## src/rtl/csh_ram.sv

```systemverilog
`timescale 1ns / 1ps
`default_nettype none
// ----------------------------------------------------------------------------
// csh_ram
// Single-port RAM, registered read with read enable.
// ----------------------------------------------------------------------------
module csh_ram #(
   parameter int WIDTH = 64,
   parameter int DEPTH = 64
) (
   input  wire logic                                         clock,
   input  wire logic                                         we,
   input  wire logic                                         re,
   input  wire logic [((DEPTH > 1) ? $clog2(DEPTH) : 1)-1:0] addr,
   input  wire logic [WIDTH-1:0]                             wdata,
   output logic      [WIDTH-1:0]                             rdata
);
   logic [WIDTH-1:0] mem_ff [DEPTH];
   logic [WIDTH-1:0] rdata_ff;

   always_ff @(posedge clock) begin
      if (we) begin
         mem_ff[addr] <= wdata;
      end
      if (re) begin
         rdata_ff <= mem_ff[addr];
      end
   end

   assign rdata = rdata_ff;

endmodule

`default_nettype wire

```

## config.mk

```make
export PLATFORM = sky130hd
export DESIGN_NAME = csh_ram
export DESIGN_NICKNAME = d
export VERILOG_FILES = /design/src/rtl/csh_ram.sv
export SDC_FILE = /design/constraint.sdc
export NUM_CORES = 2
export LEC_CHECK = 0
export BUFFER_PORTS_ARGS = -buffer_cell sky130_fd_sc_hd__buf_2
export CAP_MARGIN = 20
export CORE_ASPECT_RATIO = 1.75
export CORE_MARGIN = 3
export CORE_UTILIZATION = 53
export CTS_CLUSTER_DIAMETER = 120
export DETAILED_ROUTE_END_ITERATION = 16
export HOLD_SLACK_MARGIN = 0.02
export PLACE_DENSITY_LB_ADDON = 0.2
export RECOVER_POWER = 50
export SYNTH_ARGS = -nofsm -noshare
export SYNTH_HDL_FRONTEND = slang
export SYNTH_SLANG_ARGS = --single-unit
```

## constraint.sdc

```tcl
create_clock -name clock -period 7.3 [get_ports clock]
set_clock_uncertainty 0.15 [all_clocks]
set_input_delay 0.73 -clock clock [delete_from_list [all_inputs] [get_ports clock]]
set_output_delay 0.73 -clock clock [all_outputs]
set_load 0.03 [all_outputs]
```

Word-level counts from Yosys, hierarchy flattened
Memory sizes are Yosys's and may differ from the RTL's. A register that Yosys moved wholly into a read port is not among the register bits.
Index checks and enable logic that the tools add are counted.

storage, ports and cells
  register bits = 0
  logic and storage cells = 3
  memories = 1
  bits in writable memories = 4096
  input port bits = 73
  output and inout port bits = 64

memories
  memory  words  bits a word  rd ports  clocked after memory_dff  wr ports  RTL line  source
  mem_ff  64     64           1         1                         1         18        logic [WIDTH-1:0] mem_ff [DEPTH];

cells by class
  muxes and demuxes = 2

operators with widths
  operator           number
  two-way mux 1 bit  2

Depth between registers and ports, before layout
  word-level depth = 2
  mapped depth = 11
  depth with buffers taken out = 6

Least setup slack after synthesis
No wires, ideal clock.

  path type = input-to-reg
  from = input port addr[2] in the netlist's numbering
  to = memory mem_ff[15][0] (enable)
  setup slack = 1.917 ns
  setup time = 0.487 ns
  arrival time = 4.746 ns
  cell stages on the path = 9
  path buffers = 7
  cells stage by stage = buf_4 buf_6 buf_4 buf_4 buf_4 buf_4 buf_2 nand3_1 nor2_1

RTL lines
  item                RTL line  source
  start: declaration  14        input wire logic [((DEPTH > 1) ? $clog2(DEPTH) : 1)-1:0] addr,
  end: declaration    18

No word-level cell before the write port.

Worst setup path in the final report
  from = input port addr[2] in the netlist's numbering
  to = memory mem_ff[38][11] (enable)

No word-level cell before the write port.

==> metrics.yaml <==
outcome:
  status: "finished with violations"
  failed_checks: "capacitance limit, slew limit"
global_route:
  antenna_found_initial: 38
  met3_usage_pct: 6.64
  overflow: 0
  grt_use_met1_pct: 38.5
  use_met2_pct: 56.4
  grt.total_usage_pct: 33.1
  first_global_vias: 89576
  grt_busiest_layer: "met2"
  grt_max_degree: 115
  grt_pass1_wl_um: 697000
synthesis:
  synth.distinct_cells: 56
  yosys-top-cells-area: "edfxtp_1, a221oi_1, a22oi_1"
  synth_enable_flop_cells: 4160
  synth_area_um2: 156000
  yosysSeqAreaShare_pct: 80.0
  syn_area_per_cell_um2: 18.1
  ys_ff_latch: 4160
  yosys_warnings: 0
  synth_area_leader_cell: "edfxtp_1"
  post-synth-top-count-cell: "edfxtp_1"
  synthArstFlopShare_pct: 0
  synthCells: 8619
  synth_top_area_share_pct: 80.0
  synthFlopType: "edfxtp_1"
  synth.top_cells.by_count: "edfxtp_1, a22oi_1, a221oi_1, o22ai_1, mux2i_1"
  synth_nets: 8692
detailed_routing:
  antenna_left: 0
  dr_total_vias: 91446
  drtIter0Drc: 13492
  routedWlPerCell_um: 39.3
  drt-vias-per-instance: 7.08
  wirelength_um: 507000
  drc: 0
  firstDrtPassIters: 6
placed_design:
  dpl_cell_area_um2: 162000
  dp_worst_setup_slack_ns: 2.00
  place_inst: 12235
  hpwl_um: 279000
  port_buffers: 136
  gp_congestion: 0.853
power:
  leakagePower_nw: 53.7
  peakVddDrop_v: 0.000214
  power_mw: 48.4
  power_density_nw_per_um2: 279
floorplanning:
  die_y_um: 724
  die_area_um2: 301000
  coreArea_um2: 293000
  std_cell_rows: 263
  io_pins: 137
  die_w_um: 416
  initial_core_util_pct: 53.2
clock_network:
  cts-root-buf: "clkbuf_16"
  numCtsBuffers: 352
  post_cts_resized: 0
  cts_buffer_depth: 4
  path_clk_slew_ns: 0.07
  clock_latency_ns: 0.93
  ctsHtreeMaxLevel: 5
  cts_tree: "built"
  cts_sinks: 4160
timing:
  max_freq_mhz: 224
  final.period_utilization_pct: 61.3
  drv_slew: 3921
  hold_violations: 0
  fin_ws_ns: 2.83
  rsz0062_at_grt: "false"
  layout_min_cycle_time_ns: 4.47
  timing.hold.ws_ns: 0.119
  worst_slew_pin_slew_ns: 4.05
  slew_headroom_pct: -170
  setup_viol: 0
  fin_setup_tns_ns: 0
setup_path:
  cp_top_family: "simple AND/OR/NAND/NOR gates"
  crit_start: "addr[2]"
  required_ns: 7.69
  r2r-start: "mem_ff[26][51]"
  cpPeakStageDelay_ns: 1.08
  cp_max_fo: 56
  crit_type: "in -> reg"
  worst-r2r-cell-count: 6
  path_depth: 5
  start_kind: "input pin"
  path_cells: "buf_8, buf_4, nand3_1, nor2_4, buf_12"
  crit_buf_inv: 3
  cpMaxStageDelayCell: "nand3_1"
  critical_path_arrival_ns: 4.87
  worst_setup_path_end_kind: "flop"
run:
  cap_viol_max_count: 65
cells_and_area:
  multi_input_area_um2: 28900
  instances_no_fill: 12923
  fin_area_um2: 174000
  seqCellArea_um2: 125000
  drive_gt1_share_pct: 13.7
  final_core_util_pct: 59.3
  nets: 8856
  fillers: 21059
  area_delta_synth_final_pct: 11.4
hold_path:
  whs_path_depth: 1
  hp-class: "in -> reg"
  hp-start: "wdata[34]"
-- cell families after synthesis --
| family | count (synthesis) | synth area share [%] |
|---|---|---|
| DFF | 4160 | 80.0 |
| AOI/OAI and AO/OA | 2389 | 11.3 |
| and+or+nand+nor | 808 | 2.27 |
| buffers and inverters | 658 | 1.88 |
| muxes | 604 | 4.54 |
-- final cells by class --
cell class              instances  area share [%]
well taps                    3842            2.76
clock buffers                 412            5.31
repair buffers                465            2.11
inverters                       3          0.0166
clock inverters               221            1.32
multi-input cells            3801            16.6
flip-flops and latches       4160            71.9
diodes                         19          0.0273
-- metal layers --
layer / routed length, µm / vias to the layer above / part of all wire [%]
met5: 118 / - / 0.023
met4: 39500 / 17 / 7.8
met3: 52200 / 1623 / 10
met2: 253000 / 6413 / 50
met1: 163000 / 46909 / 32
li1: - / 36484 / -
-- repair_timing --
action / CTS / global route
setup buffers: 0 / 0
hold buffers: 0 / 11
endpoints found under the hold margin: 0 / 52
-- worst register-to-register path, stage by stage (launching register included) --
cell	delay [ns]
edfxtp_1	0.36
mux2_2	0.27
a22oi_1	0.18
o22ai_1	0.16
o21ai_0	0.61
o2111ai_1	0.33
nand3b_1	0.24
-- path summary, 6_finish.rpt --
path | end | slack, ns
hold / removal | mem_ff[52][34] | 0.12
setup / recovery | mem_ff[38][11] | 2.83
setup reg to reg | rdata[51] | 4.70
hold reg to reg | rdata[36] | 0.54
-- registers in the layout, summed over array words and instances (netlist names) --
signal / cells
rdata: 64
mem_ff: 4096
-- cell usage in the layout, fill, tap and decap left out, types with 203 or more instances in the layout --
master	netlist	final
a221oi_1	636	636
a22oi_1	684	684
nor2_1	301	235
buf_4	23	204
nand2_1	311	305
clkbuf_16	0	361
o22ai_1	506	506
mux2i_1	337	337
edfxtp_1	4160	4160
a21oi_1	210	210
mux2_2	203	203
-- power by group --
| group | leakage, nW | switching [mW] | internal [mW] |
|---|---|---|---|
| sequential | 37.5 | 0.123 | 26.5 |
| clock | 5.61 | 8.58 | 10.6 |
| combinational | 10.6 | 1.92 | 0.663 |
(Power assumes the default switching activity.)
